$ cat config.mk
export PLATFORM = sky130hd
export DESIGN_NAME = udd_cordic_cell
export DESIGN_NICKNAME = d
export VERILOG_FILES = /design/src/hw/rtl/udd_pkg.sv /design/src/hw/rtl/udd_cordic_cell.sv
export SDC_FILE = /design/constraint.sdc
export NUM_CORES = 1
export LEC_CHECK = 0
export BUFFER_PORTS_ARGS = -buffer_cell sky130_fd_sc_hd__buf_4
export CORE_MARGIN = 10
export CORE_UTILIZATION = 49
export CTS_CLUSTER_DIAMETER = 80
export DETAILED_ROUTE_END_ITERATION = 8
export HOLD_SLACK_MARGIN = 0.03
export PLACE_DENSITY = 0.73
export SETUP_SLACK_MARGIN = 0.3
export SLEW_MARGIN = 20
export SYNTH_ARGS = -nofsm -noshare
export SYNTH_HDL_FRONTEND = slang
export SYNTH_SLANG_ARGS = --single-unit
$ cat constraint.sdc
create_clock -name clk_i -period 3.44 [get_ports clk_i]
set_input_delay 0.516 -clock clk_i [delete_from_list [all_inputs] [get_ports clk_i]]
set_output_delay 0.516 -clock clk_i [all_outputs]
set_load 0.005 [all_outputs]
$ cat src/hw/rtl/udd_pkg.sv
// Shared types and constants for the unicycle-to-differential-drive command block.
// Holds the CORDIC pipeline word, the arctangent table and the fixed-point limits.
// No dependencies.
`default_nettype none

package udd_pkg;

  localparam int CORDIC_STAGES_DEF = 16;
  localparam int ATAN_LEN          = 24;

  // Datapath widths inside the CORDIC chain.
  localparam int XY_W = 36;  // vector coordinates, input scaled by 2^16 plus growth
  localparam int Z_W  = 34;  // angle in Q3.28, wide enough for raw Q4.11 headings

  // Operation codes.
  localparam logic OP_POINT   = 1'b0;
  localparam logic OP_HEADING = 1'b1;

  // Register map: register index is paddr[2].
  localparam logic REG_MAX_OMEGA = 1'b0;
  localparam logic [15:0] MAX_OMEGA_RESET = 16'd24000;

  localparam logic signed [Z_W-1:0] ANG_PI     = 34'sd843314857;
  localparam logic signed [Z_W-1:0] ANG_TWO_PI = 34'sd1686629714;

  // 1/1.6467602581 in Q1.30
  localparam logic [29:0] MAG_GAIN = 30'd652032874;

  localparam logic signed [27:0] OUT_MAX = 28'sd8388607;
  localparam logic signed [27:0] OUT_MIN = -28'sd8388608;

  // atan(2^-i) in Q3.28
  localparam logic [27:0] ATAN_TABLE [ATAN_LEN] = '{
    28'd210828714, 28'd124459457, 28'd65760959, 28'd32252652,
    28'd16755422,  28'd8385879,   28'd4193963,  28'd2097109,
    28'd1048571,   28'd524287,    28'd262144,   28'd131072,
    28'd65536,     28'd32768,     28'd16384,    28'd8192,
    28'd4096,      28'd2048,      28'd1024,     28'd512,
    28'd256,       28'd128,       28'd64,       28'd32
  };

  typedef struct packed {
    logic                   op;
    logic                   zero;
    logic signed [XY_W-1:0] x;
    logic signed [XY_W-1:0] y;
    logic signed [Z_W-1:0]  z;
  } cell_data_t;

endpackage

`default_nettype wire

$ cat src/hw/rtl/udd_cordic_cell.sv
// One cell of the vectoring CORDIC chain: a micro-rotation for point tracking,
// or one wrap step toward (-pi, pi] for heading tracking. Registered output.
// Depends on udd_pkg.
`default_nettype none

module udd_cordic_cell
  import udd_pkg::*;
#(
  parameter int STAGE = 0
) (
  input  wire logic       clk_i,
  input  wire logic       rst_ni,
  input  wire logic       valid_i,
  output logic            ready_o,
  input  wire cell_data_t data_i,
  output logic            valid_o,
  input  wire logic       ready_i,
  output cell_data_t      data_o
);

  logic                   valid_q;
  cell_data_t             data_q, data_d;
  logic signed [XY_W-1:0] dx, dy;
  logic signed [Z_W-1:0]  atan_s;

  assign dx     = data_i.y >>> STAGE;
  assign dy     = data_i.x >>> STAGE;
  assign atan_s = $signed({{(Z_W-28){1'b0}}, ATAN_TABLE[STAGE]});

  always_comb begin
    data_d = data_i;
    if (data_i.op == OP_POINT) begin
      if (data_i.y[XY_W-1]) begin
        data_d.x = data_i.x - dx;
        data_d.y = data_i.y + dy;
        data_d.z = data_i.z - atan_s;
      end else begin
        data_d.x = data_i.x + dx;
        data_d.y = data_i.y - dy;
        data_d.z = data_i.z + atan_s;
      end
    end else begin
      // wrap by one turn toward the principal range
      if (data_i.z > ANG_PI) begin
        data_d.z = data_i.z - ANG_TWO_PI;
      end else if (data_i.z <= -ANG_PI) begin
        data_d.z = data_i.z + ANG_TWO_PI;
      end
    end
  end

  assign ready_o = !valid_q || ready_i;

  always_ff @(posedge clk_i or negedge rst_ni) begin
    if (!rst_ni) begin
      valid_q <= 1'b0;
    end else if (ready_o) begin
      valid_q <= valid_i;
    end
  end

  always_ff @(posedge clk_i) begin
    if (ready_o && valid_i) begin
      data_q <= data_d;
    end
  end

  assign valid_o = valid_q;
  assign data_o  = data_q;

endmodule

`default_nettype wire

==> qor.yml <==
sta:
  fmax_ghz: 0.3303
  hold_viol_final: 0
  layout_setup_ws_ns: 0.4124
  period_needed_ns: 3.028
  final_max_slew_viol_count: 0
  worst_slew_pin_slew_ns: 0.9526
  fin_setup_tns_ns: 0
  skew_ns: 0.01070
  maxSlewHeadroom_pct: 35.82
  min_period_over_period_pct: 88.01
  grt_setup_unrepaired: "true"
  setup_viol: 0
final_layout:
  seqCellArea_mm2: 0.003268
  multi_input_area_mm2: 0.009981
  fin_area_mm2: 0.01772
  layout.cells.non_filler: 2453
  final_common_cell: "buf_4"
  syn_to_final_growth_pct: 27.69
  final_nets: 2327
  final_cell_mix: "buf_4, a21oi_1, nand2_1"
  drive_above_1_share_pct: 25.90
  final_core_util_pct: 63.61
  fillers: 2437
place:
  port_buffers: 221
  pre_cts_ws_ns: -0.2204
  dp_hpwl_mm: 38.29
  placed_cells: 2431
  placed_area_mm2: 0.01709
  place.gp.congestion: 0.9487
yosys:
  yosysTopAreaCellShare_pct: 23.37
  syn_nets: 2005
  synthTopCellsByArea: "edfxtp_1, ha_1, a21oi_1"
  synth_seq_area_share_pct: 23.55
  synthArstFlopShare_pct: 0.9174
  ys_types: 102
  syn_avg_cell_area_um2: 7.948
  synthCells: 1746
  synth_top_cell_by_area: "edfxtp_1"
  ys.flop_type: "edfxtp_1"
  ys_warn_count: 0
  syn_area_mm2: 0.01388
  synth-edff-count: 108
  synth-seq-cells: 109
critical_path:
  path_class: "input port to flip-flop"
  reg2reg_from: "valid_o"
  worstPathArrival_ns: 3.25
  rr_worst_depth: 3
  crit_start: "data_i[42]"
  end_kind: "flip-flop"
  critical-path-max-stage-delay_ns: 0.42
  cp_cell_sequence: "buf_4, inv_1, ha_1, a21o_1, a21oi_1, o21ai_1, a31oi_4, a31oi_2, a311o_1, a311oi_2, xnor2_1, a221oi_2"
  critPathLaunchType: "input port"
  crit_slowest_cell: "ha_1"
  crit_path_max_fanout: 7
  cp.required_ns: 3.66
pwr:
  ir_worst_vdd_mv: 0.2082
  leakagePower_nw: 7.876
  p_per_area_mw_per_mm2: 311.8
clock_tree:
  clk_pin_slew_worst_paths_ns: 0.09
  cts_max_level: 3
  clock-root-buffer: "clkbuf_16"
  cts_buffer_depth: 2
  cts_sinks: 109
  cts_tree: "built"
  cts_inserted_buffers: 9
  clkLatencyLatePin_ns: 0.38
floorplan:
  dieHeight_um: 188.3
  design.core.area_mm2: 0.02786
  fp.dieW_um: 188.3
  die_area_mm2: 0.03545
  fp-row-count: 61
  io_pins: 222
  start_util_pct: 49.81
grt:
  grt_pass1_vias: 14110
  grt_antenna_before_repair: 2
  grt_max_degree: 109
  overflow: 0
  grtUsageTotal_pct: 26.01
  grt_pass1_wl_mm: 75.64
detailed_routing:
  wl_per_cell_um: 19.79
  routed_via_density: 5.925
  wl_mm: 48.54
  final_antenna_net_count: 0
  drc: 0
  first_pass_iters: 5
  drt-initial-drc-count: 1449
  vias: 14540
min_path:
  hold_path_class: "input port to flip-flop"
  hp-start: "data_i[106]"
  hold_depth: 1
status:
  status: "finished clean"
flow_run:
  cap_violations: 0
-- sequential cells by signal, summed over array words and instances (netlist names) --
register and count:
data_o 108, valid_o 1
-- per-stage QoR --
| step | hold slack (ns) | total power [mW] |
|---|---|---|
| after detailed placement | 0.2917 | 4.293 |
| after CTS | 0.3005 | 5.449 |
| after global placement | 0.2914 | 4.271 |
| final | 0.3074 | 5.525 |
| after floorplan | 0.2204 | 3.246 |
| after global routing | 0.3009 | 5.829 |
-- synth_stat cells, types with 5 or more instances --
cell type	instances
xor2_1	32
and2_1	11
buf_1	13
and3_1	18
nand4_1	11
nand2b_1	20
edfxtp_1	108
mux2i_1	42
a31oi_1	19
a21o_1	38
nor3_1	35
nor2b_1	16
a211oi_1	21
o21bai_1	26
buf_2	27
o21a_1	13
o211ai_1	8
o31a_1	6
xnor2_1	88
ha_1	143
o21ai_1	19
a221oi_1	8
nor4_1	14
or3_1	11
clkbuf_1	58
a21oi_1	215
inv_1	126
nand3_1	27
nor2_1	139
buf_4	6
nand2_1	139
o22ai_1	11
o31ai_1	15
o21ai_0	123
nand3b_1	5
a211o_1	8
-- worst paths after layout --
check	slack [ns]	end
max in group asynchronous	2.92	valid_o
hold reg to reg	0.56	valid_o
min in group asynchronous	0.44	valid_o
hold / removal	0.31	data_o[106]
setup reg to reg	1.90	data_o[11]
setup / recovery	0.41	data_o[69]
-- critical path, delay by kind of cell --
kind	cells	cell delay, ns
fa+ha+maj	1	0.42
buf+inv	2	0.14
xor+xnor	1	0.11
compound gates	8	2.06
-- power breakdown --
| part | internal [mW] | total (mW) | switching [mW] |
|---|---|---|---|
| sequential | 1.63 | 1.67 | 0.0362 |
| clock | 0.576 | 1.14 | 0.568 |
| combinational | 1.21 | 2.71 | 1.50 |
-- timing repair --
action,4_1_cts,5_1_grt
buffers inserted,0,3
endpoints found under the hold margin,1,0
resized for setup,4,68
hold buffers,1,0
endpoints found under the setup margin,6,31
pin swaps,0,20
-- logic make-up (layout without fill, tap and decap cells) --
| logic type | count (synthesis) | count (layout) | synth area share [%] |
|---|---|---|---|
| flops | 109 | 109 | 23.55 |
| other cells | 0 | 2 | 0 |
| buf+inv | 238 | 565 | 6.961 |
| fa+ha+maj | 147 | 147 | 13.47 |
| simple gates | 475 | 475 | 16.54 |
| mux | 45 | 45 | 3.273 |
| xor+xnor | 120 | 120 | 7.574 |
| compound gates | 612 | 612 | 28.64 |
-- per-layer routing --
layer / vias to the layer above / wire, um / global-route usage (%) / part of all wire, %
met2: 623 / 23000 / 43.70 / 47
met4: 0 / 1463 / 9.077 / 3.0
met5: - / 0 / 0 / 0
met3: 92 / 3371 / 3.785 / 6.9
met1: 6875 / 20700 / 33.33 / 43
li1: 6945 / - / - / -
-- layout make-up --
type | instances | area share (%)
timing repair buffer | 418 | 18.00
clock buffer | 9 | 1.271
antenna | 2 | 0.02824
tap | 378 | 2.669
multi-input combinational | 1399 | 56.33
sequential | 109 | 18.44
clock inverter | 7 | 0.4449
inverter | 131 | 2.817
Power figures use the tool's default switching activity.
