## src/hw/rtl/udd_pkg.sv

```systemverilog
// Shared types and constants for the unicycle-to-differential-drive command block.
// Holds the CORDIC pipeline word, the arctangent table and the fixed-point limits.
// No dependencies.
`default_nettype none

package udd_pkg;

  localparam int CORDIC_STAGES_DEF = 16;
  localparam int ATAN_LEN          = 24;

  // Datapath widths inside the CORDIC chain.
  localparam int XY_W = 36;  // vector coordinates, input scaled by 2^16 plus growth
  localparam int Z_W  = 34;  // angle in Q3.28, wide enough for raw Q4.11 headings

  // Operation codes.
  localparam logic OP_POINT   = 1'b0;
  localparam logic OP_HEADING = 1'b1;

  // Register map: register index is paddr[2].
  localparam logic REG_MAX_OMEGA = 1'b0;
  localparam logic [15:0] MAX_OMEGA_RESET = 16'd24000;

  localparam logic signed [Z_W-1:0] ANG_PI     = 34'sd843314857;
  localparam logic signed [Z_W-1:0] ANG_TWO_PI = 34'sd1686629714;

  // 1/1.6467602581 in Q1.30
  localparam logic [29:0] MAG_GAIN = 30'd652032874;

  localparam logic signed [27:0] OUT_MAX = 28'sd8388607;
  localparam logic signed [27:0] OUT_MIN = -28'sd8388608;

  // atan(2^-i) in Q3.28
  localparam logic [27:0] ATAN_TABLE [ATAN_LEN] = '{
    28'd210828714, 28'd124459457, 28'd65760959, 28'd32252652,
    28'd16755422,  28'd8385879,   28'd4193963,  28'd2097109,
    28'd1048571,   28'd524287,    28'd262144,   28'd131072,
    28'd65536,     28'd32768,     28'd16384,    28'd8192,
    28'd4096,      28'd2048,      28'd1024,     28'd512,
    28'd256,       28'd128,       28'd64,       28'd32
  };

  typedef struct packed {
    logic                   op;
    logic                   zero;
    logic signed [XY_W-1:0] x;
    logic signed [XY_W-1:0] y;
    logic signed [Z_W-1:0]  z;
  } cell_data_t;

endpackage

`default_nettype wire

```

## src/hw/rtl/udd_mix.sv

```systemverilog
// Wheel mixing: turn product max_omega * angle, then right = v + w/2 and
// left = v - w/2 with rounding and 24-bit saturation. Holds the output register.
// Depends on udd_pkg.
`default_nettype none

module udd_mix
  import udd_pkg::*;
(
  input  wire logic                  clk_i,
  input  wire logic                  rst_ni,
  input  wire logic [15:0]           max_omega_i,
  input  wire logic                  valid_i,
  output logic                       ready_o,
  input  wire logic [16:0]           speed_i,
  input  wire logic signed [Z_W-1:0] angle_i,
  output logic                       valid_o,
  input  wire logic                  ready_i,
  output logic signed [23:0]         right_o,
  output logic signed [23:0]         left_o,
  output logic                       sat_o
);

  logic                  v1_q, v2_q;
  logic                  en1, en2;
  logic signed [50:0]    prod;
  logic signed [50:0]    prod_q;
  logic [16:0]           speed_q;
  logic signed [52:0]    base, p_ext, r_sum, l_sum;
  logic signed [27:0]    r_raw, l_raw;
  logic signed [23:0]    r_clip, l_clip;
  logic                  r_hit, l_hit;
  logic signed [23:0]    right_q, left_q;
  logic                  sat_q;

  assign prod = $signed({1'b0, max_omega_i}) * angle_i;

  assign en2     = !v2_q || ready_i;
  assign en1     = !v1_q || en2;
  assign ready_o = en1;

  always_ff @(posedge clk_i or negedge rst_ni) begin
    if (!rst_ni) begin
      v1_q <= 1'b0;
      v2_q <= 1'b0;
    end else begin
      if (en1) v1_q <= valid_i;
      if (en2) v2_q <= v1_q;
    end
  end

  always_ff @(posedge clk_i) begin
    if (en1 && valid_i) begin
      prod_q  <= prod;
      speed_q <= speed_i;
    end
  end

  assign base  = $signed({11'd0, speed_q, 25'd0}) + 53'sd16777216;
  assign p_ext = {{2{prod_q[50]}}, prod_q};
  assign r_sum = base + p_ext;
  assign l_sum = base - p_ext;
  assign r_raw = r_sum[52:25];
  assign l_raw = l_sum[52:25];

  always_comb begin
    r_hit  = 1'b0;
    l_hit  = 1'b0;
    r_clip = r_raw[23:0];
    l_clip = l_raw[23:0];
    if (r_raw > OUT_MAX) begin
      r_hit  = 1'b1;
      r_clip = OUT_MAX[23:0];
    end else if (r_raw < OUT_MIN) begin
      r_hit  = 1'b1;
      r_clip = OUT_MIN[23:0];
    end
    if (l_raw > OUT_MAX) begin
      l_hit  = 1'b1;
      l_clip = OUT_MAX[23:0];
    end else if (l_raw < OUT_MIN) begin
      l_hit  = 1'b1;
      l_clip = OUT_MIN[23:0];
    end
  end

  always_ff @(posedge clk_i) begin
    if (en2 && v1_q) begin
      right_q <= r_clip;
      left_q  <= l_clip;
      sat_q   <= r_hit || l_hit;
    end
  end

  assign valid_o = v2_q;
  assign right_o = right_q;
  assign left_o  = left_q;
  assign sat_o   = sat_q;

endmodule

`default_nettype wire

```

## config.mk

```make
export PLATFORM = sky130hd
export DESIGN_NAME = udd_mix
export DESIGN_NICKNAME = d
export VERILOG_FILES = /design/src/hw/rtl/udd_pkg.sv /design/src/hw/rtl/udd_mix.sv
export SDC_FILE = /design/constraint.sdc
export NUM_CORES = 2
export LEC_CHECK = 0
export ABC_AREA = 1
export BUFFER_PORTS_ARGS = -buffer_cell sky130_fd_sc_hd__buf_2
export CAP_MARGIN = 15
export CORE_UTILIZATION = 40
export DETAILED_ROUTE_END_ITERATION = 8
export GPL_TIMING_DRIVEN = 1
export PLACE_DENSITY = 0.53
export SYNTH_ARGS = -nofsm -noshare
export SYNTH_HDL_FRONTEND = slang
export SYNTH_SLANG_ARGS = --single-unit
```

## constraint.sdc

```tcl
create_clock -name clk_i -period 6.9 [get_ports clk_i]
set_input_delay 2.07 -clock clk_i [delete_from_list [all_inputs] [get_ports clk_i]]
set_output_delay 2.07 -clock clk_i [all_outputs]
set_load 0.005 [all_outputs]
```

==> metrics.cfg <==
[global_routing]
grt_first_pass_wirelength_mm = 133.8
grt_pass1_vias = 24378
antenna_found_initial = 0
grt_remaining_overflow = 0
grt_use_total_pct = 24.84
grt_max_degree = 69

[hold_path]
hp-start = v1_q
min_to = valid_o
holdPathStages = 2
hp-class = register to register

[yosys]
yosysTopAreaCellShare_pct = 37.91
syn_inst = 3555
yosysWarnings = 0
syn_area_sq_um = 27410
yosys-top-cells-area = fa_1 (38%), inv_1 (14%), nand2_1 (13%)
synth_top_area_cell = fa_1
synth_nets = 4300
ys_ff_latch = 119
avgSynthCellArea_sq_um = 7.710
synth_cell_type_count = 43
seq_area_frac_synth_pct = 13.00

[status]
violations = negative setup slack
status = complete, but fails checks

[die]
start_util_pct = 40.60
io_pins = 122
rows = 95
dieArea_sq_um = 69570
fp.dieW_microns = 263.8
core_sq_um = 67510
die_h_microns = 263.8

[final_layout]
final_cell_mix = inv_1 (950), nand2_1 (880), fa_1 (485), buf_4 (382), nor2_1 (150)
layout.cells.most_common = inv_1
drive_above_1_share_pct = 24.09
final_nets = 4721
fillCellCount = 6624
fin_util_pct = 52.05
antenna_cells = 0
area_delta_synth_final_pct = 28.21

[critical_path]
cp_max_fo = 8
worst-r2r-setup-slack_ps = 3140
required_ps = 7070
crit_type = input port to register
rr_worst_depth = 12
start_kind = input port
end_kind = register
timing.rr.end = right_o[20]
cp.arrival_ps = 7180
r2r-start = speed_q[7]

[clocking]
clkLatencyLatePin_ps = 430
clock-sinks = 119
path_clk_slew_ps = 60
cts_buffers = 17
cts_max_level = 4
root_buffer = clkbuf_16
cts_hold_buf = 0
cts_tree = built
clock_path_buffers = 2

[timing]
worstMarginPinSlew_ps = 935.3
post-route-min-period_ps = 7012
fin_crit_sh_pct = 101.6
hold_viol_final = 0
setup_ws_ps = -111.6
maxSlewHeadroom_pct = 37.65
fmax_mhz = 142.6
rsz0062_at_grt = true
setup_viol = 23
maxSlewViolCount = 0
clock_skew_ps = 15.41

[route]
drc = 0
wl_mm = 83.11
drt_iter0_drc = 1355
post_drt_wl_per_cell_microns = 17.09
vias_per_cell = 4.719
dr.pass1.iters = 5
vias = 22944
drtAntennaViolNets = 0

[placed_design]
gp_congestion = 0.9587
hpwlAfterDp_mm = 66.45
port_buffers = 121

[job]
cap_violations = 0

## registers in the layout, indices dropped and copies added, names as in the netlist
name	count
left_o	24
prod_q	51
right_o	24
sat_o	1
speed_q	17
v1_q	1
valid_o	1
## per-stage QoR
step	hold WS [ps]	worst slack, ps	setup TNS (ps)	std cells	cell area, sq um
floorplan	447.1	-230.9	-2516	3555	28970
global placement	503.9	-813.3	-23520	4760	32300
detailed placement	522.3	-870.7	-24530	4760	32300
CTS	536.7	-119.3	-1081	4841	34450
global route	564.8	-279.9	-5879	4862	35140
finish	523.5	-111.6	-1388	4862	35140
## repair_timing
| item | CTS | global route |
|---|---|---|
| setup endpoints to repair | 37 | 36 |
| resized for setup | 247 | 159 |
| setup buffers | 37 | 24 |
| cloned | 12 | 0 |
| pin swaps | 126 | 123 |
## routing by layer
layer | vias up | share of wire, % | GRT usage, %
met1 | 11311 | 45 | 33.57
met2 | 496 | 49 | 42.87
met4 | 0 | 2.0 | 5.704
met5 | - | 0 | 0
met3 | 73 | 4.4 | 2.526
li1 | 11064 | - | -
## final cells by class
class / count / area [sq um] / area share (%)
multi-input cells: 2268 / 21240 / 60.44
repair buffers: 553 / 4811 / 13.69
inverters: 1017 / 3824 / 10.88
flip-flops and latches: 119 / 3563 / 10.14
well taps: 873 / 1092 / 3.108
clock buffers: 17 / 425.4 / 1.211
clock inverters: 15 / 185.2 / 0.5270
## Yosys cell counts, drive strengths merged
| cell type | count |
|---|---|
| nor2 | 206 |
| fa | 519 |
| a211oi | 2 |
| o21a | 4 |
| a21boi | 4 |
| nand3 | 71 |
| nor4 | 9 |
| clkbuf | 133 |
| nand2 | 949 |
| nand4 | 17 |
| a21o | 7 |
| o21bai | 16 |
| o21ai | 67 |
| dfrtp | 2 |
| and2 | 2 |
| and3 | 4 |
| a22oi | 1 |
| o221a | 1 |
| xnor2 | 22 |
| inv | 1016 |
| ha | 155 |
| o31a | 1 |
| xor2 | 73 |
| clkinv | 1 |
| nand3b | 1 |
| buf | 18 |
| nor3 | 23 |
| a21oi | 99 |
| edfxtp | 117 |
| o31ai | 1 |
| a31oi | 12 |
| o211ai | 2 |
## kinds of logic after synthesis
group | count (synthesis) | share of synthesized area, %
AOI/OAI and AO/OA | 217 | 4.405
adders and majority gates | 674 | 44.98
buffers and inverters | 1168 | 16.21
xor gates and xnor gates | 95 | 3.036
and+or+nand+nor | 1282 | 18.36
DFF | 119 | 13.00
## worst max-delay path by stage
stage / slack (ps) / depth (start not counted) / to / startpoint
3_3_place_gp: -810 / 21 / prod_q[46] / max_omega_i[3]
5_1_grt: -280 / 24 / prod_q[39] / max_omega_i[8]
4_1_cts: -120 / 25 / prod_q[40] / max_omega_i[5]
3_5_place_dp: -870 / 21 / prod_q[46] / max_omega_i[3]
6_report: -110 / 24 / prod_q[27] / max_omega_i[4]
2_1_floorplan: -230 / 22 / prod_q[47] / max_omega_i[4]
## critical path, stage by stage
cell and delay (ps):
buf_8 100, buf_12 140, buf_6 130, nand2_2 50, inv_2 40, fa_1 520
inv_2 40, fa_2 530, inv_2 40, fa_2 530, inv_2 30, fa_1 510
fa_2 460, fa_1 530, inv_2 50, ha_4 270, a21oi_4 210, o21ai_4 90
buf_4 140, a21oi_2 120, o211ai_1 110, buf_4 170, xor2_2 140, buf_4 150
Power is left out: the tool's default activity adds up to more than one toggle a clock period on the data nets, which glitch-free logic cannot reach.
