### src/hw/rtl/udd_pkg.sv
// Shared types and constants for the unicycle-to-differential-drive command block.
// Holds the CORDIC pipeline word, the arctangent table and the fixed-point limits.
// No dependencies.
`default_nettype none

package udd_pkg;

  localparam int CORDIC_STAGES_DEF = 16;
  localparam int ATAN_LEN          = 24;

  // Datapath widths inside the CORDIC chain.
  localparam int XY_W = 36;  // vector coordinates, input scaled by 2^16 plus growth
  localparam int Z_W  = 34;  // angle in Q3.28, wide enough for raw Q4.11 headings

  // Operation codes.
  localparam logic OP_POINT   = 1'b0;
  localparam logic OP_HEADING = 1'b1;

  // Register map: register index is paddr[2].
  localparam logic REG_MAX_OMEGA = 1'b0;
  localparam logic [15:0] MAX_OMEGA_RESET = 16'd24000;

  localparam logic signed [Z_W-1:0] ANG_PI     = 34'sd843314857;
  localparam logic signed [Z_W-1:0] ANG_TWO_PI = 34'sd1686629714;

  // 1/1.6467602581 in Q1.30
  localparam logic [29:0] MAG_GAIN = 30'd652032874;

  localparam logic signed [27:0] OUT_MAX = 28'sd8388607;
  localparam logic signed [27:0] OUT_MIN = -28'sd8388608;

  // atan(2^-i) in Q3.28
  localparam logic [27:0] ATAN_TABLE [ATAN_LEN] = '{
    28'd210828714, 28'd124459457, 28'd65760959, 28'd32252652,
    28'd16755422,  28'd8385879,   28'd4193963,  28'd2097109,
    28'd1048571,   28'd524287,    28'd262144,   28'd131072,
    28'd65536,     28'd32768,     28'd16384,    28'd8192,
    28'd4096,      28'd2048,      28'd1024,     28'd512,
    28'd256,       28'd128,       28'd64,       28'd32
  };

  typedef struct packed {
    logic                   op;
    logic                   zero;
    logic signed [XY_W-1:0] x;
    logic signed [XY_W-1:0] y;
    logic signed [Z_W-1:0]  z;
  } cell_data_t;

endpackage

`default_nettype wire

### src/hw/rtl/udd_gain.sv
// CORDIC gain correction: magnitude = (X * MAG_GAIN + 2^45) >> 46, split into two
// partial products and a registered sum. Also clears the angle of a zero goal.
// Depends on udd_pkg.
`default_nettype none

module udd_gain
  import udd_pkg::*;
(
  input  wire logic       clk_i,
  input  wire logic       rst_ni,
  input  wire logic       valid_i,
  output logic            ready_o,
  input  wire cell_data_t data_i,
  output logic            valid_o,
  input  wire logic       ready_i,
  output logic [16:0]     speed_o,
  output logic signed [Z_W-1:0] angle_o
);

  // stage 1: partial products
  logic                  v1_q;
  logic                  en1;
  logic [XY_W-2:0]       mag_x;
  logic [47:0]           lo_q;
  logic [46:0]           hi_q;
  logic signed [Z_W-1:0] z1_q;
  logic                  zero1_q;
  // stage 2: sum and rounding
  logic                  v2_q;
  logic                  en2;
  logic [64:0]           sum;
  logic [16:0]           speed_q;
  logic signed [Z_W-1:0] angle_q;

  // drop a negative residue to zero
  assign mag_x = data_i.x[XY_W-1] ? '0 : data_i.x[XY_W-2:0];

  assign en2     = !v2_q || ready_i;
  assign en1     = !v1_q || en2;
  assign ready_o = en1;

  always_ff @(posedge clk_i or negedge rst_ni) begin
    if (!rst_ni) begin
      v1_q <= 1'b0;
      v2_q <= 1'b0;
    end else begin
      if (en1) v1_q <= valid_i;
      if (en2) v2_q <= v1_q;
    end
  end

  always_ff @(posedge clk_i) begin
    if (en1 && valid_i) begin
      lo_q    <= mag_x[17:0] * MAG_GAIN;
      hi_q    <= mag_x[XY_W-2:18] * MAG_GAIN;
      z1_q    <= data_i.z;
      zero1_q <= data_i.zero && (data_i.op == OP_POINT);
    end
  end

  assign sum = {hi_q, 18'd0} + {17'd0, lo_q} + 65'd35184372088832;

  always_ff @(posedge clk_i) begin
    if (en2 && v1_q) begin
      speed_q <= sum[62:46];
      angle_q <= zero1_q ? '0 : z1_q;
    end
  end

  assign valid_o = v2_q;
  assign speed_o = speed_q;
  assign angle_o = angle_q;

endmodule

`default_nettype wire

### config.mk
export PLATFORM = sky130hd
export DESIGN_NAME = udd_gain
export DESIGN_NICKNAME = d
export VERILOG_FILES = /design/src/hw/rtl/udd_pkg.sv /design/src/hw/rtl/udd_gain.sv
export SDC_FILE = /design/constraint.sdc
export NUM_CORES = 1
export LEC_CHECK = 0
export ABC_AREA = 1
export BUFFER_PORTS_ARGS = -buffer_cell sky130_fd_sc_hd__buf_2
export CORE_ASPECT_RATIO = 2
export CORE_MARGIN = 2
export CORE_UTILIZATION = 45
export DETAILED_ROUTE_END_ITERATION = 10
export PLACE_DENSITY = 0.75
export REMOVE_ABC_BUFFERS = 1
export SLEW_MARGIN = 20
export SYNTH_ARGS = -nofsm -noshare
export SYNTH_HDL_FRONTEND = slang
export SYNTH_SLANG_ARGS = --single-unit
### constraint.sdc
create_clock -name clk_i -period 3.4 [get_ports clk_i]
set_input_delay 0.68 -clock clk_i [delete_from_list [all_inputs] [get_ports clk_i]]
set_output_delay 0.68 -clock clk_i [all_outputs]
set_load 0.005 [all_outputs]
==> impl_metrics.json, run 1 <==
{
  "synth_cell_type_count": 46,
  "htree_levels": 4,
  "rows": 126,
  "cts_made_buffers": 17,
  "hpwl_microns": 88600,
  "synthCells": 3111,
  "tool.error": "[ERROR GRT-0116] Global routing finished with congestion. Check the congestion regions in the DRC Viewer.",
  "lastStage": "global routing",
  "synth-edff-count": 159,
  "numPortBuffers": 128,
  "overflow": 5,
  "yosys_most_used_dff": "edfxtp_1",
  "gp_congestion": 1.09,
  "ys_seq_elements": 161,
  "grt_pass1_vias": 28800,
  "syn_avg_cell_area_sq_um": 8.60,
  "async_reset_ff_frac": 0.0124,
  "grt_max_degree": 52,
  "cts-root-buf": "clkbuf_16",
  "ys_warn_count": 0,
  "initial_core_util": 0.454,
  "grt_pass1_wl_microns": 170000,
  "outcome": "did not finish",
  "place_ws_ns": -3.41,
  "yosysSeqAreaShare": 0.180,
  "cts_buffer_depth": 2,
  "track_usage": 0.386,
  "netlist_area_sq_um": 26700,
  "die_x_microns": 176,
  "clkSinkCount": 161,
  "ios": 165,
  "die_h_microns": 349
}
-- metrics by stage --
stage	std cells	util	setup TNS [ns]	instance area, sq um
after floorplan	3104	-	-165.79	26700
after global placement	4558	0.553	-197.53	32600
after detailed placement	4558	0.553	-198.93	32600
after CTS	4638	0.612	-134.06	36100
-- cells by family after synthesis --
| kind of cell | after synthesis | synth area share |
|---|---|---|
| AND/OR/NAND/NOR | 943 | 0.148 |
| buffers and inverters | 895 | 0.126 |
| XOR/XNOR | 53 | 0.0174 |
| AO/OA/AOI/OAI | 298 | 0.0612 |
| adder cells (fa/ha/maj) | 761 | 0.467 |
| flip-flops | 161 | 0.180 |
-- synthesized netlist by cell type (3+ instances only) --
cell type,number,area [sq um]
a21oi_1,147,736
nand3_1,84,420
nor2_2,15,93.8
edfxtp_1,159,4770
fa_1,395,7910
a21boi_0,7,52.6
xor2_1,42,368
nand3_2,3,30.0
nor3_2,3,30.0
o21a_1,7,52.6
nor4_1,6,37.5
nor3_1,21,105
nand3b_1,4,30.0
inv_2,5,18.8
nor2_1,281,1050
nand2_2,11,68.8
a31oi_1,3,18.8
o21ai_1,11,55.1
or2_2,8,50.1
o21ai_2,3,26.3
nand4_1,37,231
a21o_1,10,75.1
xnor2_1,11,96.3
ha_1,366,4580
o21ai_0,88,440
o21bai_1,9,67.6
clkbuf_1,6,22.5
inv_1,883,3310
nand2_1,461,1730
-- metal layers --
metal / GRT usage / GRT overflow
met1: 0.300 / 0
met3: 0.136 / 0
met5: 0.00408 / 0
met4: 0.460 / 3
met2: 0.669 / 2
-- repair_timing --
action                                  in CTS
resized for setup                          630
gates cloned                                 1
buffers inserted                            47
endpoints found under the hold margin        2
endpoints found under the setup margin      67
pin swaps                                  239
hold buffers                                 1
==> inputs of run 2 (changes only) <==
Settings changed: CORE_ASPECT_RATIO 2 to unset, CORE_UTILIZATION 45 to 30, PLACE_DENSITY 0.75 to unset, PLACE_DENSITY_LB_ADDON set to 0.15.
Clock period 3.4 ns to 4.4 ns, I/O delays scaled along.
==> impl_metrics.json, run 2 <==
{
  "slew_violations": 0,
  "cts-root-buf": "clkbuf_16",
  "seq_area_sq_um": 4820,
  "hpwl_microns": 78000,
  "cp-start-kind": "input port",
  "synth_top_area_share": 0.296,
  "rsz0062_at_grt": "yes",
  "clkSinkCount": 161,
  "max_freq_mhz": 173,
  "clock_skew_ns": 0.0168,
  "cts_made_buffers": 17,
  "period_share": 1.31,
  "stdcell_count": 5062,
  "worstPathArrival_ns": 5.98,
  "dieArea_sq_um": 91500,
  "cts_buffer_depth": 2,
  "first_iter_violations": 1056,
  "synth_area_leaders": "fa_1 30%, edfxtp_1 18%, ha_1 17%",
  "final_common_cell": "inv_1",
  "clk_latency_ns": 0.45,
  "place_ws_ns": -2.50,
  "largest_reg_flops": 44,
  "synthAdderAreaFrac": 0.467,
  "synthCells": 3111,
  "synth_area_leader_cell": "fa_1",
  "multiInputGateArea_sq_um": 22500,
  "grt_pass1_vias": 24000,
  "dp.cells": 4915,
  "yosysSeqAreaShare": 0.180,
  "critical_path_class": "input port to flop",
  "rows": 109,
  "regMostFlops": "hi_q",
  "yosys_most_used_dff": "edfxtp_1",
  "ys_seq_elements": 161,
  "max_cap_violations": 0,
  "synth-compound-area-share": 0.0612,
  "vias": 22500,
  "crit_buf_inv": 15,
  "die_h_microns": 303,
  "design.core.area_sq_um": 88400,
  "min_period_ns": 5.78,
  "whs_ns": 0.207,
  "async_reset_ff_frac": 0.0124,
  "numPortBuffers": 128,
  "synth_top_family_by_area": "adder cells",
  "htree_levels": 4,
  "cpMaxStageDelayCell": "fa_1",
  "antenna_found_initial": 0,
  "synthMostInstantiatedCell": "inv_1",
  "num_antenna_cells": 0,
  "routed_wl_microns": 89900,
  "worst_slack_ns": -1.38,
  "worst_hold_path_type": "input port to async pin",
  "nets": 4757,
  "wire_per_inst_microns": 17.8,
  "netlist_area_sq_um": 26700,
  "finalHoldViolCount": 0,
  "use_met1": 0.282,
  "fill_cells": 8735,
  "outcome": "complete, but fails checks",
  "grt_pass1_wl_microns": 138000,
  "violations": "setup timing",
  "die_x_microns": 303,
  "use_met3": 0.0228,
  "grt_max_degree": 54,
  "synth_mux_area_frac": 0,
  "area_growth_pct": 44.8,
  "critPathRequiredTime_ns": 4.61,
  "clk_pin_slew_ns": 0.08,
  "via_per_inst": 4.44,
  "drcViolationCount": 0,
  "track_usage": 0.199,
  "cts_tree": "yes",
  "antenna_left": 0,
  "cts_hold_buf": 0,
  "top_usage_layer": "met2",
  "synth_xor_area_frac": 0.0174,
  "overflow": 0,
  "initial_core_util": 0.303,
  "synth-simple-area-share": 0.148,
  "worst_pin_slew_ns": 0.643,
  "setup_viol": 64,
  "synth_cell_type_count": 46,
  "synth-edff-count": 159,
  "gp_congestion": 0.929,
  "post-route-util": 0.438,
  "syn_avg_cell_area_sq_um": 8.60,
  "ys_top_cells_by_count": "883 x inv_1, 461 x nand2_1, 395 x fa_1",
  "cpLargestDelayFamily": "adder cells",
  "dr.pass1.iters": 5,
  "ys_warn_count": 0,
  "grt_util_met2": 0.331,
  "drive_gt1_frac": 0.406,
  "ios": 165,
  "critPathMaxStageDelay_ns": 0.53,
  "cp-end-kind": "flop",
  "worstPathMaxFanout": 4,
  "layout_common_cells": "720 x inv_1, 525 x buf_4, 352 x fa_1, 325 x nand2_1, 276 x ha_1",
  "slew_headroom": 0.572
}
[run 2: cell counts after synthesis]
Identical to the previous run, type by type.
[run 2: cell type report]
class	count	share of cell area
tap	1165	0.0376
clock inverter	14	0.00410
sequential	161	0.125
multi-input combinational	2055	0.581
inverter	888	0.0882
clock buffer	18	0.0113
timing repair buffer	761	0.153
[run 2: path summary, 6_finish.rpt]
| kind | start | to | slack (ns) | cells after the start |
|---|---|---|---|---|
| max reg2reg | hi_q[3]$_DFFE_PP_ | speed_o[3]$_DFFE_PP_ | 1.73 | 11 |
| max in group asynchronous | rst_ni | valid_o$_DFFE_PN0P_ | 4.10 | 1 |
| min in group clk_i | v1_q$_DFFE_PN0N_ | valid_o$_DFFE_PN0P_ | 0.52 | 2 |
| max | data_i[105] | lo_q[25]$_DFFE_PP_ | -1.38 | 29 |
| min reg2reg | v1_q$_DFFE_PN0N_ | valid_o$_DFFE_PN0P_ | 0.52 | 2 |
| min | rst_ni | v1_q$_DFFE_PN0N_ | 0.21 | 1 |
[run 2: per-stage QoR]
| stage | cell area, sq um | TNS (ns) |
|---|---|---|
| 6_report | 38700 | -76.83 |
| 5_1_grt | 38700 | -87.48 |
| 3_5_place_dp | 32800 | -143.00 |
| 3_3_place_gp | 32800 | -140.39 |
| 4_1_cts | 36900 | -77.80 |
| 2_1_floorplan | 26700 | -90.19 |
[run 2: timing repair]
| action | 4_1_cts | 5_1_grt |
|---|---|---|
| buffers inserted | 76 | 51 |
| setup endpoints to repair | 65 | 65 |
| gates resized for setup | 775 | 392 |
| gates cloned | 1 | 0 |
| pin swaps | 281 | 310 |
[run 2: worst reg2reg max path: stages, from the launching register on]
cell	delay, ns
edfxtp_1	0.42
ha_1	0.30
ha_1	0.31
inv_1	0.05
o21bai_1	0.43
nand3_1	0.22
o21bai_1	0.35
nand2_1	0.09
nand2_1	0.07
nand2_1	0.05
nand2_1	0.08
nor2_1	0.06
[run 2: cells by family after synthesis]
| kind of cell | after synthesis |
|---|---|
| flops | 161 |
| compound gates | 298 |
| xor+xnor | 53 |
| buf+inv | 895 |
| simple gates | 943 |
| fa+ha+maj | 761 |
[run 2: layer usage]
| metal | vias to the layer above | share of wire |
|---|---|---|
| met5 | - | 0 |
| met4 | 0 | 0.017 |
| met3 | 73 | 0.039 |
| met2 | 383 | 0.46 |
| met1 | 10900 | 0.48 |
| li1 | 11100 | - |
Power of run 2 is not shown: default switching activity piles up to over one toggle a cycle in this logic, so the estimate is an artifact.
==> inputs of run 3 (changes only) <==
Settings changed: PLACE_DENSITY_LB_ADDON 0.15 to 0.25.
==> impl_metrics.json, run 3 (synthesis gave the netlist of run 2 again) <==
{
  "critPathMaxStageDelay_ns": 0.62,
  "ios": 165,
  "cts_made_buffers": 17,
  "antenna_left": 0,
  "largest_reg_flops": 44,
  "drive_gt1_frac": 0.355,
  "rows": 109,
  "dr.pass1.iters": 7,
  "period_share": 1.33,
  "worstPathMaxFanout": 6,
  "min_period_ns": 5.86,
  "initial_core_util": 0.303,
  "routed_wl_microns": 86400,
  "clk_latency_ns": 0.44,
  "cp_cell_sequence": "buf_12 -> buf_16 -> buf_6 -> nor2_4 -> inv_2 -> fa_2 -> fa_2 -> fa_1 -> fa_1 -> inv_1 -> fa_1 -> fa_1 -> ha_4 -> buf_6 -> nand2_4 -> nor2_4 -> inv_2 -> nor2_1 -> nor2_1 -> buf_4 -> o21ai_1 -> nand2_1 -> nand4_1 -> nand2_1",
  "grt_pass1_wl_microns": 134000,
  "critical_path_class": "input port to flop",
  "max_freq_mhz": 171,
  "nets": 4723,
  "die_x_microns": 303,
  "worstRegToRegCells": 11,
  "first_iter_violations": 1178,
  "final_common_cell": "inv_1",
  "design.core.area_sq_um": 88400,
  "track_usage": 0.191,
  "numPortBuffers": 128,
  "critPathRequiredTime_ns": 4.60,
  "worstPathArrival_ns": 6.06,
  "crit_top_cell": "fa_1",
  "die_h_microns": 303,
  "finalHoldViolCount": 0,
  "gp_congestion": 0.982,
  "drcViolationCount": 0,
  "layout_common_cells": "767 x inv_1, 553 x buf_4, 358 x nand2_1, 354 x fa_1, 291 x ha_1",
  "clock_skew_ns": 0.0104,
  "antenna_found_initial": 1,
  "worst-path-stages": 24,
  "setup_viol": 65,
  "regToRegEndpoint": "speed_o[5]$_DFFE_PP_",
  "cp-start-kind": "input port",
  "htree_levels": 4,
  "max_cap_violations": 0,
  "num_antenna_cells": 0,
  "multiInputGateArea_sq_um": 21400,
  "cts-root-buf": "clkbuf_16",
  "hpwl_microns": 75200,
  "fill_cells": 8794,
  "worst_slack_ns": -1.46,
  "violations": "setup timing",
  "worst_pin_slew_ns": 0.689,
  "area_growth_pct": 38.9,
  "clk_pin_slew_ns": 0.08,
  "dp.cells": 4929,
  "reg2reg_setup_slack_ns": 1.82,
  "grt_max_degree": 65,
  "r2r-start": "hi_q[4]$_DFFE_PP_",
  "wire_per_inst_microns": 17.2,
  "regMostFlops": "hi_q",
  "slew_headroom": 0.541,
  "dieArea_sq_um": 91500,
  "clkSinkCount": 161,
  "crit_buf_inv": 8,
  "cts_tree": "yes",
  "cts_buffer_depth": 2,
  "overflow": 0,
  "cpMaxStageDelayCell": "fa_2",
  "grt_pass1_vias": 23500,
  "cpLargestDelayFamily": "adder cells",
  "slew_violations": 0,
  "stdcell_count": 5028,
  "via_per_inst": 4.45,
  "worst_hold_path_type": "input port to async pin",
  "cp-end-kind": "flop",
  "vias": 22400,
  "outcome": "complete, but fails checks",
  "seq_area_sq_um": 4820,
  "rsz0062_at_grt": "yes"
}
-- run 3: cell types whose count changed in the layout (fill, tap and decap cells not counted), sizes merged --
| cell | previous run | this run |
|---|---|---|
| buf | 761 | 727 |
| clkinv | 3 | 9 |
| clkinvlp | 5 | 1 |
| inv | 894 | 892 |
-- run 3: per-layer routing --
layer | track usage | share of wire | up-vias
met2 | 0.320 | 0.46 | 415
li1 | - | - | 11100
met1 | 0.270 | 0.48 | 10800
met5 | 0 | 0.00023 | -
met3 | 0.0184 | 0.042 | 74
met4 | 0.0308 | 0.018 | 2
-- run 3: worst max path at each step --
stage	startpoint	to
2_1_floorplan	data_i[105]	hi_q[32]$_DFFE_PP_
3_3_place_gp	data_i[105]	lo_q[43]$_DFFE_PP_
3_5_place_dp	data_i[105]	lo_q[43]$_DFFE_PP_
4_1_cts	data_i[105]	hi_q[43]$_DFFE_PP_
5_1_grt	data_i[105]	lo_q[47]$_DFFE_PP_
6_report	data_i[105]	lo_q[44]$_DFFE_PP_
-- run 3: what timing repair did --
action                                  in CTS  in global routing
pin swaps                                  193                170
resized for setup                          553                271
setup buffers                               34                 37
cloned                                       2                  0
endpoints found under the setup margin      65                 65
hold buffers                                 0                  0
-- run 3: final cells by class --
class	count	share of cell area
clock buffer	18	0.0118
clock inverter	14	0.00451
inverter	888	0.0916
multi-input combinational	2055	0.577
sequential	161	0.130
tap	1165	0.0392
timing repair buffer	727	0.146
-- run 3: per-stage QoR --
stage | hold slack (ns) | instance area (sq um) | setup slack [ns] | util | TNS, ns
CTS | 0.191 | 35900 | -1.42 | 0.406 | -80.09
global placement | 0.500 | 32900 | -2.55 | 0.372 | -141.41
finish | 0.211 | 37100 | -1.46 | 0.420 | -82.20
floorplan | 0.447 | 26700 | -1.68 | - | -90.19
detailed placement | 0.515 | 32900 | -2.62 | 0.372 | -143.81
global route | 0.192 | 37100 | -1.61 | 0.420 | -91.56
Power of run 3 is left out for the same reason.
